## src/sv/srtf_pkg.sv

```systemverilog
package srtf_pkg;

  localparam int STATUS_W = 2;

  typedef logic [STATUS_W-1:0] status_t;

  // result status codes
  localparam status_t ST_DONE = 2'd0;
  localparam status_t ST_FULL = 2'd1;
  localparam status_t ST_ZERO = 2'd2;

  // request codes
  localparam logic REQ_TICK   = 1'b0;
  localparam logic REQ_ARRIVE = 1'b1;

  // per-beat table command
  typedef struct packed {
    logic admit;  // write a new job at the free slot
    logic run;    // run the selected slot for one time unit
  } slot_cmd_t;

endpackage

```

## src/sv/srtf_scheduler.sv

```systemverilog
// An accepted input beat is held in the input register, then its result beat in
// the result register. Throughput: one beat per cycle unless the result is stalled;
// slot update, minimum tree and free-slot search settle between the two registers.
// Reset (rst, synchronous): clears time, all slot valid/started flags and both
// pipeline valids; slot payload is left unreset and is only read once written.
module srtf_scheduler #(
  parameter int SLOTS       = 16,
  parameter int BURST_WIDTH = 16,
  parameter int ID_WIDTH    = 8,
  parameter int TIME_WIDTH  = 32
) (
  input  logic                   clk,
  input  logic                   rst,
  // request channel
  input  logic                   in_valid,
  output logic                   in_stall,
  input  logic                   req_type,
  input  logic [ID_WIDTH-1:0]    job_id,
  input  logic [BURST_WIDTH-1:0] burst_length,
  // result channel
  output logic                   out_valid,
  input  logic                   out_stall,
  output srtf_pkg::status_t      status,
  output logic [ID_WIDTH-1:0]    done_id,
  output logic [TIME_WIDTH-1:0]  run_start,
  output logic [TIME_WIDTH-1:0]  finish_time,
  output logic [TIME_WIDTH-1:0]  turnaround_time,
  output logic [TIME_WIDTH-1:0]  resp_time,
  output logic [TIME_WIDTH-1:0]  wait_time
);
  import srtf_pkg::*;

  localparam int SLOT_W = $clog2(SLOTS);

  // ---------------------------------------------------------------------------
  // Input register. One beat waits here while the table is consulted.
  // ---------------------------------------------------------------------------
  logic                   s1_valid;
  logic                   s1_req;
  logic [ID_WIDTH-1:0]    s1_id;
  logic [BURST_WIDTH-1:0] s1_burst;

  logic in_accept;
  logic adv;  // input register beat is processed this cycle

  // the beat can retire whenever the result register is empty or draining
  assign adv       = s1_valid && (!out_valid || !out_stall);
  assign in_stall  = s1_valid && !adv;
  assign in_accept = in_valid && !in_stall;

  always_ff @(posedge clk) begin
    if (rst) begin
      s1_valid <= 1'b0;
    end else if (in_accept) begin
      s1_valid <= 1'b1;
    end else if (adv) begin
      s1_valid <= 1'b0;
    end
  end

  always_ff @(posedge clk) begin
    if (in_accept) begin
      s1_req   <= req_type;
      s1_id    <= job_id;
      s1_burst <= burst_length;
    end
  end

  // ---------------------------------------------------------------------------
  // Time base. Only ticks advance it; wraps naturally at 2^TIME_WIDTH.
  // ---------------------------------------------------------------------------
  logic [TIME_WIDTH-1:0] now;
  logic [TIME_WIDTH-1:0] now_inc;
  logic                  is_tick;

  assign is_tick = (s1_req == REQ_TICK);
  assign now_inc = now + TIME_WIDTH'(1);

  always_ff @(posedge clk) begin
    if (rst) begin
      now <= '0;
    end else if (adv && is_tick) begin
      now <= now_inc;
    end
  end

  // ---------------------------------------------------------------------------
  // Slot table and selection trees
  // ---------------------------------------------------------------------------
  logic [SLOTS-1:0]                  valid_vec;
  logic [SLOTS-1:0][BURST_WIDTH-1:0] rem_vec;
  logic                              run_found;
  logic [SLOT_W-1:0]                 run_idx;
  logic                              free_found;
  logic [SLOT_W-1:0]                 free_idx;
  logic [ID_WIDTH-1:0]               sel_id;
  logic [TIME_WIDTH-1:0]             sel_arrival;
  logic [TIME_WIDTH-1:0]             sel_start;
  logic [TIME_WIDTH-1:0]             sel_due;
  logic                              sel_started;
  logic                              sel_last;
  slot_cmd_t                         cmd;
  logic                              zero_burst;
  logic [TIME_WIDTH-1:0]             due;

  srtf_select #(
    .SLOTS       (SLOTS),
    .BURST_WIDTH (BURST_WIDTH)
  ) u_select (
    .valid_vec  (valid_vec),
    .rem_vec    (rem_vec),
    .run_found  (run_found),
    .run_idx    (run_idx),
    .free_found (free_found),
    .free_idx   (free_idx)
  );

  assign zero_burst = (s1_burst == '0);
  // arrival plus burst, so the wait time is a single subtract at completion
  assign due        = now + TIME_WIDTH'(s1_burst);

  assign cmd.admit = adv && !is_tick && !zero_burst && free_found;
  assign cmd.run   = adv && is_tick && run_found;

  srtf_slot_table #(
    .SLOTS       (SLOTS),
    .ID_WIDTH    (ID_WIDTH),
    .BURST_WIDTH (BURST_WIDTH),
    .TIME_WIDTH  (TIME_WIDTH)
  ) u_table (
    .clk         (clk),
    .rst         (rst),
    .cmd         (cmd),
    .wr_idx      (free_idx),
    .wr_id       (s1_id),
    .wr_burst    (s1_burst),
    .wr_due      (due),
    .run_idx     (run_idx),
    .now_time    (now),
    .valid_vec   (valid_vec),
    .rem_vec     (rem_vec),
    .sel_id      (sel_id),
    .sel_arrival (sel_arrival),
    .sel_start   (sel_start),
    .sel_due     (sel_due),
    .sel_started (sel_started),
    .sel_last    (sel_last)
  );

  // ---------------------------------------------------------------------------
  // Result formation. A completion happens when the picked job has one unit
  // left; a reject when the burst is zero (checked first) or no slot is free.
  // ---------------------------------------------------------------------------
  logic                  res_done;
  logic                  res_rej;
  logic [TIME_WIDTH-1:0] start_eff;
  logic [TIME_WIDTH-1:0] ta;

  assign res_done  = is_tick && run_found && sel_last;
  assign res_rej   = !is_tick && (zero_burst || !free_found);
  // a job that finishes on its first unit starts now
  assign start_eff = sel_started ? sel_start : now;
  assign ta        = now_inc - sel_arrival;

  always_ff @(posedge clk) begin
    if (rst) begin
      out_valid <= 1'b0;
    end else if (adv && (res_done || res_rej)) begin
      out_valid <= 1'b1;
    end else if (!out_stall) begin
      out_valid <= 1'b0;
    end
  end

  always_ff @(posedge clk) begin
    if (adv && res_done) begin
      status          <= ST_DONE;
      done_id         <= sel_id;
      run_start       <= start_eff;
      finish_time     <= now_inc;
      turnaround_time <= ta;
      resp_time       <= start_eff - sel_arrival;
      wait_time       <= now_inc - sel_due;
    end else if (adv && res_rej) begin
      status          <= zero_burst ? ST_ZERO : ST_FULL;
      done_id         <= s1_id;
      run_start       <= '0;
      finish_time     <= '0;
      turnaround_time <= '0;
      resp_time       <= '0;
      wait_time       <= '0;
    end
  end

endmodule

```

## src/sv/srtf_select.sv

```systemverilog
module srtf_select #(
  parameter int SLOTS       = 16,
  parameter int BURST_WIDTH = 16
) (
  input  logic [SLOTS-1:0]                  valid_vec,
  input  logic [SLOTS-1:0][BURST_WIDTH-1:0] rem_vec,
  output logic                              run_found,
  output logic [$clog2(SLOTS)-1:0]          run_idx,
  output logic                              free_found,
  output logic [$clog2(SLOTS)-1:0]          free_idx
);
  localparam int SLOT_W = $clog2(SLOTS);
  localparam int NP     = 1 << SLOT_W;

  // heap-ordered trees: node k has children 2k and 2k+1, leaves at NP+i
  logic                   min_v   [1:2*NP-1];
  logic [BURST_WIDTH-1:0] min_r   [1:2*NP-1];
  logic [SLOT_W-1:0]      min_i   [1:2*NP-1];
  logic                   free_v  [1:2*NP-1];
  logic [SLOT_W-1:0]      free_i  [1:2*NP-1];

  for (genvar g = 0; g < NP; g++) begin : g_leaf
    if (g < SLOTS) begin : g_real
      assign min_v[NP+g]  = valid_vec[g];
      assign min_r[NP+g]  = rem_vec[g];
      assign free_v[NP+g] = ~valid_vec[g];
    end else begin : g_pad
      assign min_v[NP+g]  = 1'b0;
      assign min_r[NP+g]  = '0;
      assign free_v[NP+g] = 1'b0;
    end
    assign min_i[NP+g]  = SLOT_W'(g);
    assign free_i[NP+g] = SLOT_W'(g);
  end

  // left child holds the lower slots, so it wins ties
  for (genvar k = 1; k < NP; k++) begin : g_node
    logic take_l;
    assign take_l    = min_v[2*k] && (!min_v[2*k+1] || (min_r[2*k] <= min_r[2*k+1]));
    assign min_v[k]  = min_v[2*k] | min_v[2*k+1];
    assign min_r[k]  = take_l ? min_r[2*k] : min_r[2*k+1];
    assign min_i[k]  = take_l ? min_i[2*k] : min_i[2*k+1];
    assign free_v[k] = free_v[2*k] | free_v[2*k+1];
    assign free_i[k] = free_v[2*k] ? free_i[2*k] : free_i[2*k+1];
  end

  assign run_found  = min_v[1];
  assign run_idx    = min_i[1];
  assign free_found = free_v[1];
  assign free_idx   = free_i[1];

endmodule

```

## src/sv/srtf_slot_table.sv

```systemverilog
module srtf_slot_table #(
  parameter int SLOTS       = 16,
  parameter int ID_WIDTH    = 8,
  parameter int BURST_WIDTH = 16,
  parameter int TIME_WIDTH  = 32
) (
  input  logic                              clk,
  input  logic                              rst,
  input  srtf_pkg::slot_cmd_t               cmd,
  input  logic [$clog2(SLOTS)-1:0]          wr_idx,
  input  logic [ID_WIDTH-1:0]               wr_id,
  input  logic [BURST_WIDTH-1:0]            wr_burst,
  input  logic [TIME_WIDTH-1:0]             wr_due,
  input  logic [$clog2(SLOTS)-1:0]          run_idx,
  input  logic [TIME_WIDTH-1:0]             now_time,
  output logic [SLOTS-1:0]                  valid_vec,
  output logic [SLOTS-1:0][BURST_WIDTH-1:0] rem_vec,
  output logic [ID_WIDTH-1:0]               sel_id,
  output logic [TIME_WIDTH-1:0]             sel_arrival,
  output logic [TIME_WIDTH-1:0]             sel_start,
  output logic [TIME_WIDTH-1:0]             sel_due,
  output logic                              sel_started,
  output logic                              sel_last
);
  import srtf_pkg::*;

  localparam int SLOT_W = $clog2(SLOTS);

  logic [SLOTS-1:0]       slot_valid;
  logic [SLOTS-1:0]       slot_started;
  logic [ID_WIDTH-1:0]    slot_id      [SLOTS];
  logic [BURST_WIDTH-1:0] slot_rem     [SLOTS];
  logic [TIME_WIDTH-1:0]  slot_arrival [SLOTS];
  logic [TIME_WIDTH-1:0]  slot_start   [SLOTS];
  logic [TIME_WIDTH-1:0]  slot_due     [SLOTS];  // arrival plus burst

  always_ff @(posedge clk) begin
    if (rst) begin
      slot_valid   <= '0;
      slot_started <= '0;
    end else if (cmd.admit) begin
      slot_valid[wr_idx]   <= 1'b1;
      slot_started[wr_idx] <= 1'b0;
    end else if (cmd.run) begin
      slot_started[run_idx] <= !sel_last;
      if (sel_last) begin
        slot_valid[run_idx] <= 1'b0;
      end
    end
  end

  for (genvar g = 0; g < SLOTS; g++) begin : g_slot
    always_ff @(posedge clk) begin
      if (cmd.admit && (wr_idx == SLOT_W'(g))) begin
        slot_id[g]      <= wr_id;
        slot_rem[g]     <= wr_burst;
        slot_arrival[g] <= now_time;
        slot_due[g]     <= wr_due;
      end else if (cmd.run && (run_idx == SLOT_W'(g))) begin
        slot_rem[g] <= slot_rem[g] - BURST_WIDTH'(1);
        if (!slot_started[g]) begin
          slot_start[g] <= now_time;
        end
      end
    end
    assign rem_vec[g] = slot_rem[g];
  end

  assign valid_vec   = slot_valid;
  assign sel_id      = slot_id[run_idx];
  assign sel_arrival = slot_arrival[run_idx];
  assign sel_start   = slot_start[run_idx];
  assign sel_due     = slot_due[run_idx];
  assign sel_started = slot_started[run_idx];
  assign sel_last    = (slot_rem[run_idx] == BURST_WIDTH'(1));

endmodule

```

## config.mk

```make
export PLATFORM = sky130hd
export DESIGN_NAME = srtf_scheduler
export DESIGN_NICKNAME = d
export VERILOG_FILES = /design/src/sv/srtf_pkg.sv /design/src/sv/srtf_scheduler.sv /design/src/sv/srtf_select.sv /design/src/sv/srtf_slot_table.sv
export SDC_FILE = /design/constraint.sdc
export NUM_CORES = 2
export LEC_CHECK = 0
export ABC_AREA = 1
export BUFFER_PORTS_ARGS = -buffer_cell sky130_fd_sc_hd__buf_4
export CAP_MARGIN = 20
export CORE_MARGIN = 2
export CORE_UTILIZATION = 59
export CTS_BUF_LIST = sky130_fd_sc_hd__clkbuf_8
export DETAILED_ROUTE_END_ITERATION = 12
export HOLD_SLACK_MARGIN = 0.15
export PLACE_DENSITY = 0.79
export SLEW_MARGIN = 25
export SYNTH_ARGS = -nofsm -noshare
export SYNTH_HDL_FRONTEND = slang
export SYNTH_HIERARCHICAL = 1
export SYNTH_SLANG_ARGS = --single-unit
```

## constraint.sdc

```tcl
create_clock -name clk -period 15.1 [get_ports clk]
set_input_delay 0.755 -clock clk [delete_from_list [all_inputs] [get_ports clk]]
set_output_delay 0.755 -clock clk [all_outputs]
set_load 0.005 [all_outputs]
```

Word-level counts from Yosys, hierarchy flattened
Memories as Yosys holds them, arrays and structs flattened.
Cells that the tools add are included.
Widths: inputs -> output; s select.
- eq/ne operators: 32
- add/sub/neg operators: 21
- div/mod/pow operators: 0
- bitwise gates (word level): 68
- magnitude comparators: 19
- multiply operators: 0
- shift-type cells: 0
- reduce and logical (&&, ||, !) cells: 186
- mux-type cells: 455
- operators by type and width (kind ; count):
    $mux 32 ; 52
    $reduce_or 32->1 ; 45
    $mux 16 ; 50
    $mux 4 ; 77
    $sub 16x1->16 const B ; 16
    $mux 1 ; 242
    $le 16x16->1 ; 15
    $reduce_or 16->1 ; 15
    $mux 8 ; 17
    $reduce_or 8->1 ; 15
    $sub 32x32->32 ; 3
    $eq 4x4->1 const B ; 16
    $logic_and 1x1->1 ; 63
    $or 1x1->1 ; 46
    $add 32x1->32 const B ; 1
    $add 32x16->32 ; 1
    $and 16x16->16 ; 2
    $eq 4x3->1 const B ; 8
    $not 16->16 ; 2
    $logic_not 1->1 ; 22
    $logic_or 1x1->1 ; 18
    $mux 2 ; 9
    $not 1->1 ; 17
    $bwmux 16 ; 1
    other kinds (14) ; 28
- output and inout bits: 172
- memories: 5
- latch bits: 0
- input bits: 29
- bits in writable memories: 1920
- bits in read-only memories: 0
- register bits after elaboration: 261
- memories (name ; depth ; width ; rd ports ; clocked after memory_dff ; wr ports ; RTL line ; text):
    u_table.slot_arrival ; 16 ; 32 ; 1 ; 0 ; 1 ; srtf_slot_table.sv:33 ; logic [TIME_WIDTH-1:0] slot_arrival [SLOTS];
    u_table.slot_due ; 16 ; 32 ; 1 ; 0 ; 1 ; srtf_slot_table.sv:35 ; logic [TIME_WIDTH-1:0] slot_due [SLOTS];
    u_table.slot_start ; 16 ; 32 ; 1 ; 0 ; 1 ; srtf_slot_table.sv:34 ; logic [TIME_WIDTH-1:0] slot_start [SLOTS];
    u_table.slot_rem ; 16 ; 16 ; 17 ; 0 ; 1 ; srtf_slot_table.sv:32 ; logic [BURST_WIDTH-1:0] slot_rem [SLOTS];
    u_table.slot_id ; 16 ; 8 ; 1 ; 0 ; 1 ; srtf_slot_table.sv:31 ; logic [ID_WIDTH-1:0] slot_id [SLOTS];

Longest topological paths before layout
An unclocked memory read counts as a cell.
- word-level depth: 39
- mapped depth: 81
- depth with buffers taken out: 75

By module
Netlist, hierarchy kept.
- modules (own cells, without submodules) (module ; instances ; area an instance (um2) ; seq. area each (um2) ; cells an instance):
    srtf_slot_table ; 1 ; 79358.6 ; 58295.9 ; 5938
    srtf_scheduler ; 1 ; 17573.1 ; 6516.2 ; 2547
    srtf_select ; 1 ; 10221.1 ; 0.0 ; 1814

Least setup slack after synthesis
No wires, ideal clock.
- kind: flip-flop to flip-flop
- start point: memory u_table.slot_rem[2][3]
- end point: register done_id[0] (enable)
- arrival: 11977 ps
- cell stages (with the launch flop): 58
- required time: 12784 ps
- library setup time: 2316 ps
- path slack: 806 ps
- cells stage by stage: edfxtp_1 -> ha_1 -> nand2_1 -> inv_1 -> nand2_1 -> nand2_1 -> nand2_1 -> nand2_1 -> nand2_1 -> nand2_1 -> nand2_2 -> buf_2 -> nand3_1 -> and2_1 -> ha_1 -> nand2_1 -> o21bai_1 -> a21oi_1 -> [22 not listed] -> o21ai_0 -> a21oi_2 -> nand2_1 -> o21ai_0 -> nand2_2 -> inv_2 -> clkbuf_1 -> nand2_1 -> nand2_1 -> nor2_1 -> nand2_1 -> nor2_1 -> nand2_1 -> nor2_1 -> buf_4 -> buf_4 -> nand2_1 -> o21ai_0
- RTL lines (element ; RTL line ; text):
    from (decl) ; srtf_slot_table.sv:32 ;
    to (signal assigned) ; srtf_scheduler.sv:178 ; done_id <= sel_id;
    to (signal assigned) ; srtf_scheduler.sv:186 ; done_id <= s1_id;
    to (decl) ; srtf_scheduler.sv:24 ; output logic [ID_WIDTH-1:0] done_id,

==> impl_metrics.tcl <==
set metrics [dict create \
    status "finished, final reports clean" \
    final_common_cell "nand2_1" \
    synth_cell_types 60 \
    wl_per_cell_um 27.10 \
    drc 0 \
    period_needed_ps 13030 \
    final-setup-viol-count 0 \
    io-pin-count 201 \
    grt_pass1_vias 79112 \
    hold_class "primary input to flip-flop" \
    ir_worst_vdd_mv 0.1334 \
    dp_hpwl_mm 231.8 \
    synthSimpleGateAreaFrac_pct 15.28 \
    drive_gt1_share_pct 9.222 \
    cts_resized 0 \
    synth-seq-cells 2181 \
    dieArea_um2 185000 \
    muxShareOfSynthArea_pct 0 \
    start_kind "flip-flop" \
    power_frac_clock_pct 36.3 \
    cap_violations 0 \
    synthesis.instances 10299 \
    cts_tree "built" \
    ys_seq_area_share_pct 60.49 \
    critical_path_required_ps 15900 \
    power_frac_comb_pct 12.5 \
    relSlewSlack_pct 21.76 \
    cts.sinks 2181 \
    synthTopCellsByArea "edfxtp_1, nand2_1, a22oi_1" \
    core-area_um2 180500 \
    grt_first_pass_wirelength_mm 513.4 \
    vias_per_cell 6.350 \
    start_util_pct 59.35 \
    clk_pin_slew_ps 60 \
    synth_fp_nets 10698 \
    synthAdderAreaFrac_pct 4.348 \
    rsz0062_at_grt "false" \
    slew_viol_final 0 \
    path_buf_inv 6 \
    antenna_found_initial 18 \
    gp_congestion 1.062 \
    final_cell_mix "nand2_1, edfxtp_1, inv_1" \
    swShare_pct 27.16 \
    cp_top_family "simple AND/OR/NAND/NOR gates" \
    yosys_warnings 6 \
    slowest_stage "buf_4" \
    die-height_um 430.2 \
    synth.top_cell.area_share_pct 59.22 \
    drtPass1Iterations 9 \
    max_freq_ghz 0.07673 \
    hold_viol 0 \
    timing.hold.ws_ps 421.1 \
    num_rows 156 \
    synthFlopType "edfxtp_1" \
    cts_root_buffer "clkbuf_8" \
    yosysTopAreaCell "edfxtp_1" \
    setup-tns-final_ps 0 \
    num_vias 84177 \
    critPathKind "flip-flop to flip-flop" \
    synth_edf_count 2113 \
    tightest_slew_ps 1172 \
    crit_arrival_ps 13840 \
    clk_latency_ps 1110 \
    leakagePower_nw 46.22 \
    drt_iter0_markers 12988 \
    port_buffers 200 \
    synthArstFlopShare_pct 0 \
    htreeDepth 5 \
    grtUsageTotal_pct 37.89 \
    p_seq_share_pct 51.2 \
    cts_buffer_depth 4 \
    fin_nets 11021 \
    grt.overflow.total 0 \
    fillers 13688 \
    synth_top_family_by_area "simple AND/OR/NAND/NOR gates" \
    internal_power_mw 9.545 \
    routed_wl_mm 359.3 \
    cp-end-kind "flip-flop" \
    fin_crit_sh_pct 86.31 \
    switchingPower_mw 3.558 \
    crit_top_cell "nand2_1" \
    slowest_delay_ps 800 \
    grt_max_degree 145 \
    synth_compound_area_share_pct 12.91 \
    die_width_um 430.2 \
    synthXorXnorAreaFrac_pct 1.434 \
    ant_nets 0 \
    area_delta_synth_final_pct 10.21 \
    netlist_area_um2 107200 \
    power-per-cell-area_nw_per_um2 111.0 \
    path_max_fanout 71 \
    syn_avg_cell_area_um2 10.40 \
    cts_buffers 355 \
    clock_skew_ps 113.3 \
]
==> cells in the mapped netlist (9+ instances only) <==
library cell,number
xnor2_1,34
nand3_2,9
nand2_2,26
nand2_4,12
nor2_1,694
o21a_1,25
or2_2,36
nand2_1,2306
nor2_2,22
nor3_1,61
xor2_1,134
nor2_4,11
inv_1,1045
buf_6,16
inv_2,13
and2_1,68
nor3_2,10
buf_4,30
nand3b_1,36
nand3_1,368
nor4_1,21
o22ai_1,9
o21ai_2,9
o21bai_1,30
ha_1,366
a21oi_1,745
buf_2,93
a31oi_1,79
o311ai_0,14
a22oi_1,838
o21ai_1,18
dfxtp_1,68
or4_1,104
nand4_1,32
buf_1,38
clkbuf_1,243
o21ai_0,460
edfxtp_1,2113
==> registers in the layout (all words and copies together), names as in the netlist, 128 cells and up <==
name,cells
u_table/slot_arrival,512
u_table/slot_due,512
u_table/slot_id,128
u_table/slot_rem,256
u_table/slot_start,512
==> worst reg2reg max path: cells and delay by family, from the launching register on <==
kind	cells	cell delay, ps
and+or+nand+nor	23	4680
DFF	1	550
buffers and inverters	6	1650
adders and majority gates	5	1380
AOI/OAI and AO/OA	18	4520
==> routing by layer <==
layer | vias to the layer above | wire length [um] | track usage (%)
li1 | 37012 | - | -
met1 | 40108 | 131300 | 50.61
met2 | 5909 | 161500 | 57.89
met3 | 1140 | 42080 | 7.152
met4 | 8 | 24020 | 22.99
met5 | - | 290 | 0
==> cell families (layout without fill, tap and decap cells) <==
family	Yosys count	count (layout)
other	0	10
DFF	2181	2181
AOI/OAI and AO/OA	2254	2254
and+or+nand+nor	3835	3835
buffers and inverters	1487	2064
adders and majority gates	370	370
xor gates and xnor gates	172	172
==> through the flow <==
stage	util (%)	cells	setup WS (ps)	area, um2	power (mW)
2_1_floorplan	-	10299	806.4	107200	7.806
3_3_place_gp	61.66	12606	2269	111300	8.383
3_5_place_dp	61.68	12606	2433	111400	8.401
4_1_cts	65.37	13246	2392	118000	13.07
5_1_grt	65.40	13248	1320	118100	13.48
6_report	65.41	13256	2068	118100	13.10
==> repair_timing <==
action	in CTS	in global routing
setup endpoints to repair	0	0
hold buffers	29	0
hold endpoints to repair	31	0
buffers inserted	0	0
==> area by class of cell <==
type                       instances  area [um2]  share of cell area, %
antenna                           10       25.02                0.02119
clock buffer                     365        5024                  4.254
clock inverter                   246        1341                  1.136
inverter                        1066        4051                  3.431
multi-input combinational       6631       36710                  31.09
sequential                      2181       64810                  54.88
tap                             2370        2965                  2.511
timing repair buffer             387        3166                  2.680
==> final timing paths <==
| check | slack (ps) | start | end | depth (start not counted) |
|---|---|---|---|---|
| max | 2070 | u_table/slot_rem[6][9] | resp_time[18] | 52 |
| min | 420 | burst_length[2] | s1_burst[2] | 2 |
| max reg2reg | 2070 | u_table/slot_rem[6][9] | resp_time[18] | 52 |
| min reg2reg | 510 | u_table/valid_vec[5] | u_table/valid_vec[5] | 2 |
==> power by group through the flow <==
stage	clock network [mW]	logic [mW]	registers (mW)
global placement	0	1.55	6.83
CTS	4.78	1.58	6.71
floorplan	0	0.969	6.84
detailed placement	0	1.57	6.83
finish	4.76	1.64	6.71
global route	5.03	1.74	6.71
(Power assumes the default switching activity.)
